`config.mk`:
```
export PLATFORM = sky130hd
export DESIGN_NAME = iirdf1_cfg_regs
export DESIGN_NICKNAME = d
export VERILOG_FILES = /design/src/iirdf1_pkg.sv /design/src/iirdf1_cfg_regs.sv
export SDC_FILE = /design/constraint.sdc
export NUM_CORES = 1
export LEC_CHECK = 0
export BUFFER_PORTS_ARGS = -buffer_cell sky130_fd_sc_hd__clkbuf_2
export CAP_MARGIN = 5
export CORE_MARGIN = 2
export CORE_UTILIZATION = 45
export CTS_CLUSTER_SIZE = 28
export DETAILED_ROUTE_END_ITERATION = 16
export PLACE_DENSITY = 0.76
export SLEW_MARGIN = 5
export SYNTH_ARGS = -nofsm -noshare
export SYNTH_HDL_FRONTEND = slang
export SYNTH_SLANG_ARGS = --single-unit
```
`constraint.sdc`:
```
create_clock -name clk -period 1.11 [get_ports clk]
set_input_delay 0.111 -clock clk [delete_from_list [all_inputs] [get_ports clk]]
set_output_delay 0.111 -clock clk [all_outputs]
set_load 0.005 [all_outputs]
```
`src/iirdf1_pkg.sv`:
```
// ----------------------------------------------------------------------------
// iirdf1_pkg
// Shared types and constants for the direct form I IIR filter: the
// configuration register map, the coefficient format and the tap limits.
// ----------------------------------------------------------------------------
package iirdf1_pkg;

  localparam int SAMPLE_BITS_DEF = 16;
  localparam int COEF_W          = 18;
  localparam int COEF_FRAC_BITS  = 14;
  localparam int CFG_IDX_W       = 3;
  localparam int COUNT_W         = 2;

  localparam logic [COUNT_W-1:0] FF_TAPS = 2'd3;
  localparam logic [COUNT_W-1:0] FB_TAPS = 2'd2;

  typedef logic signed [COEF_W-1:0] coef_t;
  typedef logic [COUNT_W-1:0]       count_t;

  typedef enum logic [CFG_IDX_W-1:0] {
    REG_FF_NEWEST = 3'd0,
    REG_FF_MID    = 3'd1,
    REG_FF_OLDEST = 3'd2,
    REG_FB_RECENT = 3'd3,
    REG_FB_OLDER  = 3'd4,
    REG_FF_COUNT  = 3'd5,
    REG_FB_COUNT  = 3'd6
  } reg_idx_t;

  typedef struct packed {
    coef_t  ff_newest;
    coef_t  ff_mid;
    coef_t  ff_oldest;
    coef_t  fb_recent;
    coef_t  fb_older;
    count_t ff_count;
    count_t fb_count;
  } cfg_t;

  localparam coef_t  FF_NEWEST_RST = 18'sd16384;
  localparam count_t FF_COUNT_RST  = 2'd1;

endpackage

```
`src/iirdf1_cfg_regs.sv`:
```
// ----------------------------------------------------------------------------
// iirdf1_cfg_regs
// Configuration register bank: coefficients and tap counts, written one word
// at a time through the configuration channel.
// ----------------------------------------------------------------------------
module iirdf1_cfg_regs (
  input  logic                                 clk,
  input  logic                                 rst_n,
  input  logic                                 cfg_valid,
  output logic                                 cfg_ready,
  input  logic [iirdf1_pkg::CFG_IDX_W-1:0]     cfg_index,
  input  logic [iirdf1_pkg::COEF_W-1:0]        cfg_data,
  output iirdf1_pkg::cfg_t                     cfg
);

  iirdf1_pkg::cfg_t cfg_r;
  iirdf1_pkg::cfg_t cfg_nxt;

  assign cfg_ready = 1'b1;
  assign cfg       = cfg_r;

  always_comb begin
    cfg_nxt = cfg_r;
    if (cfg_valid) begin
      case (iirdf1_pkg::reg_idx_t'(cfg_index))
        iirdf1_pkg::REG_FF_NEWEST: cfg_nxt.ff_newest = cfg_data;
        iirdf1_pkg::REG_FF_MID:    cfg_nxt.ff_mid    = cfg_data;
        iirdf1_pkg::REG_FF_OLDEST: cfg_nxt.ff_oldest = cfg_data;
        iirdf1_pkg::REG_FB_RECENT: cfg_nxt.fb_recent = cfg_data;
        iirdf1_pkg::REG_FB_OLDER:  cfg_nxt.fb_older  = cfg_data;
        iirdf1_pkg::REG_FF_COUNT:  cfg_nxt.ff_count  = cfg_data[iirdf1_pkg::COUNT_W-1:0];
        iirdf1_pkg::REG_FB_COUNT:  cfg_nxt.fb_count  = cfg_data[iirdf1_pkg::COUNT_W-1:0];
        default:                   cfg_nxt = cfg_r;
      endcase
    end
  end

  always_ff @(posedge clk) begin
    if (!rst_n) begin
      cfg_r           <= '0;
      cfg_r.ff_newest <= iirdf1_pkg::FF_NEWEST_RST;
      cfg_r.ff_count  <= iirdf1_pkg::FF_COUNT_RST;
    end else begin
      cfg_r <= cfg_nxt;
    end
  end

endmodule

```
Yosys cells after proc, flatten, opt, wreduce, memory -nomap -nowiden
Cells that the tools add are included.

storage, ports and cells
  word-level logic and storage cells = 21
  output and inout port bits = 95
  register bits = 94

operators by class
  reduce and logical (&&, ||, !) cells = 8
  eq/ne operators = 6

operators by type and width
  operator                                       count
  AND reduction 2 bit                            7
  == test 3 bit, second input constant           3
  == test 3 x 2 -> 1 bit, second input constant  2
  == test 3 x 1 -> 1 bit, second input constant  1
  zero test 3 bit                                1

Longest topological paths before layout
  word-level depth = 2
  gate-level depth with buffers = 5

Least setup slack after synthesis
No wires, ideal clock.

  path kind = input-to-reg
  from = in cfg_index[0] in the netlist's numbering
  to = reg cfg_r, in the netlist cfg[77]
  setup slack = -0.062 ns
  data arrival time = 1.048 ns
  library setup time = 0.124 ns
  path buffers = 2
  stages = 4
  data required time = 0.986 ns
  cell sequence = or4b_1 buf_6 buf_12 mux2i_1

on the way
  longest elaborated chain between the ends = 2

RTL lines
  what                           RTL line               source
  start: declaration             iirdf1_cfg_regs.sv:11  input logic [iirdf1_pkg::CFG_IDX_W-1:0] cfg_index,
  zero test 3 bit                iirdf1_cfg_regs.sv:25  case (iirdf1_pkg::reg_idx_t'(cfg_index))
  AND reduction 2 bit (no line)  -
  end signal: assignment         iirdf1_cfg_regs.sv:44  cfg_r <= cfg_nxt;
  end: declaration               iirdf1_cfg_regs.sv:16  iirdf1_pkg::cfg_t cfg_r;

No other way between the ends.
A chain may end at the register's enable or synchronous reset.

Worst setup path after layout
  from = reg cfg_r, in the netlist cfg[23]
  to = out cfg[23] in the netlist's numbering

RTL lines
  what              RTL line               source
  end: declaration  iirdf1_cfg_regs.sv:13  output iirdf1_pkg::cfg_t cfg

No word-level cell between the ends.

==> run_results.csv <==
group,metric,value,unit
status,run_status,"finished, final reports clean",
logic_synthesis,yosysWarnings,0,
placed_design,gp_congestion,0.799,
power_and_ir_drop,pwr-share-clk,36.1,%
power_and_ir_drop,p_sw_share,23.1,%
clocking,cts_tree,"done",
setup_path,cp_max_fo,2,
route,wl_per_cell,14.0,µm
route,wl,7820,µm
setup_path,r2r_slack,460,ps
floorplanning,die_h,91.8,µm
route,drt_iter0_markers,60,
clocking,cts_made_buffers,9,
floorplanning,dieArea,0.00843,mm²
setup_path,crit_path_start_kind,"flip-flop",
power_and_ir_drop,p_switching,1420,µW
placed_design,portBuffers,117,
layout,largest_reg_flops,94,
route,drc,0,
logic_synthesis,syn_inst,334,
logic_synthesis,synth_area,0.00347,mm²
layout,final_common_cell,"clkbuf_2",
route,dr.max_layer_used,"met4",
floorplanning,io_pins,119,
run,cap_viol_max_count,0,
sta,finalCriticalPeriod,950,ps
sta,worst_slack,160,ps
setup_path,cp_top_family,"flip-flops",
route,wl_met1,3400,µm
placed_design,place_ws,-86.7,ps
clocking,insertion_delay,340,ps
layout,fin_util,58.5,%
setup_path,cp_slowest_stage_delay,370,ps
sta,rsz0062_at_grt,"false",
logic_synthesis,yosysUniqueCellTypes,15,
floorplanning,rows,32,
logic_synthesis,ys_seq_area_share,54.3,%
grt,grt_overflow,0,
clocking,cts.path.max_buffers,2,
sta,fmax,1050,MHz
clocking,holdBufCountCts,0,
setup_path,critical_path_required,1000,ps
route,wl_met3,457,µm
layout,layout_common_cells,"clkbuf_2, nand2_1, mux2i_1, dfxtp_1, clkbuf_8",
setup_path,cp_data_arrival_time,840,ps
sta,finalSetupViolCount,0,
clocking,cts.sinks,94,
logic_synthesis,ys_ff_latch,94,
grt,grt_pass1_vias,2628,
clocking,htreeDepth,3,
placed_design,post_dp_cell_area,0.00426,mm²
layout,fin_cells,558,
layout,diodes,0,
route,drtPass1Iterations,4,
floorplanning,die_w,91.8,µm
route,ant_nets,0,
clocking,root_buffer,"clkbuf_8",
grt,grtUsageTotal,18.9,%
route,viasPerCell,4.83,
logic_synthesis,synth_area_per_cell,10.4,µm²
clocking,post_cts_buffers,0,
grt,grt_pass1_wl,12700,µm
clocking,clk_pin_slew_worst_paths,90,ps
setup_path,cp_slowest_cell,"dfxtp_1",
power_and_ir_drop,seq_power_share,56.4,%
layout,stdcell_area,0.00445,mm²
floorplanning,coreArea,0.00761,mm²
sta,skew,0,ps
setup_path,crit_path_end_kind,"output port",
sta,slew_viol_final,0,
power_and_ir_drop,power_density,1390,mW/mm²
layout,num-nets-final,476,
placed_design,hpwl,5520,µm
layout,drive_above_1_share,32.7,%
floorplanning,start_util,45.6,%
power_and_ir_drop,intPower,4750,µW
grt,grt_max_degree,48,
logic_synthesis,syn_nets,358,
placed_design,dp_cells,543,
sta,post-route-period-util,85.6,%
power_and_ir_drop,combinationalPowerShare,7.5,%
power_and_ir_drop,irDropWorstVdd,714,µV
grt,grt_antenna_before_repair,0,
sta,hold_viol_final,0,
min_path,holdCritPathClass,"primary input to flip-flop",
setup_path,path_cells,"clkbuf_2",
clocking,cts.repair.resized,0,
power_and_ir_drop,p_leak,0.00238,µW
route,via_count,2694,
setup_path,criticalPathCategory,"flip-flop to output port",
route,dr_wl_met2,3790,µm
setup_path,critical_path_buf_inv_count,1,
layout,syn_to_final_growth,28.4,%
==> stage by stage <==
step | power, µW | hold WS (ps) | TNS (ps)
2_1_floorplan | 3800 | 271 | -438
3_3_place_gp | 4020 | 380 | -1120
3_5_place_dp | 4030 | 403 | -1790
4_1_cts | 6240 | 38.2 | 0
5_1_grt | 6410 | 48.4 | 0
6_report | 6180 | 50.6 | 0
==> worst min-delay path: cells and delay by family <==
kind                   cells  cell delay (ps)
buffers and inverters      1               90
AND/OR/NAND/NOR            1               40
multiplexers               1              110
==> area by class of cell <==
type                            instances  area (µm²)
Timing Repair Buffer                  131         781
Sequential cell                        94        1880
Multi-Input combinational cell        216        1470
Fill cell                             680        3160
Clock buffer                           10         138
Clock inverter                          5        58.8
Tap cell                              102         128
==> synth_stat cells (all sizes together) <==
cell / count / area share [%]
and4b: 1 / 0.32
and4bb: 1 / 0.36
buf: 11 / 2.3
clkbuf: 13 / 1.4
conb: 1 / 0.11
dfxtp: 94 / 54
mux2i: 94 / 27
nand2: 110 / 12
nand4b: 2 / 0.51
nand4bb: 2 / 0.65
nor2b: 4 / 0.72
or4b: 1 / 0.29
==> worst paths after layout <==
kind	cells after the start	to	startpoint
worst max-delay path	1	cfg[23]	cfg[23]
worst min-delay path	3	cfg[2]	cfg_data[0]
worst max register to register	2	cfg[26]	cfg[26]
worst min register to register	2	cfg[3]	cfg[3]
==> logic make-up (layout without fill, tap and decap cells) <==
group                  Yosys count  in the layout  share of synthesized area [%]
other                            1              1                          0.108
multiplexers                    94             94                           27.1
buffers and inverters           24            146                           3.75
flip-flops                      94             94                           54.3
AND/OR/NAND/NOR                121            121                           14.8
==> power groups by stage <==
| stage | registers (µW) | logic, µW | clock network (µW) |
|---|---|---|---|
| after detailed placement | 3560 | 467 | 0 |
| final | 3480 | 463 | 2230 |
| after CTS | 3480 | 469 | 2290 |
| after global placement | 3560 | 456 | 0 |
| after floorplan | 3570 | 239 | 0 |
| after global routing | 3490 | 507 | 2410 |
==> layer usage <==
layer / up-vias / GRT usage [%]
met1: 1255 / 23.4
met5: - / 0
met2: 84 / 31.6
met3: 18 / 4.44
li1: 1337 / -
met4: 0 / 7.96
No activity file was read; power rests on OpenSTA's default activity.
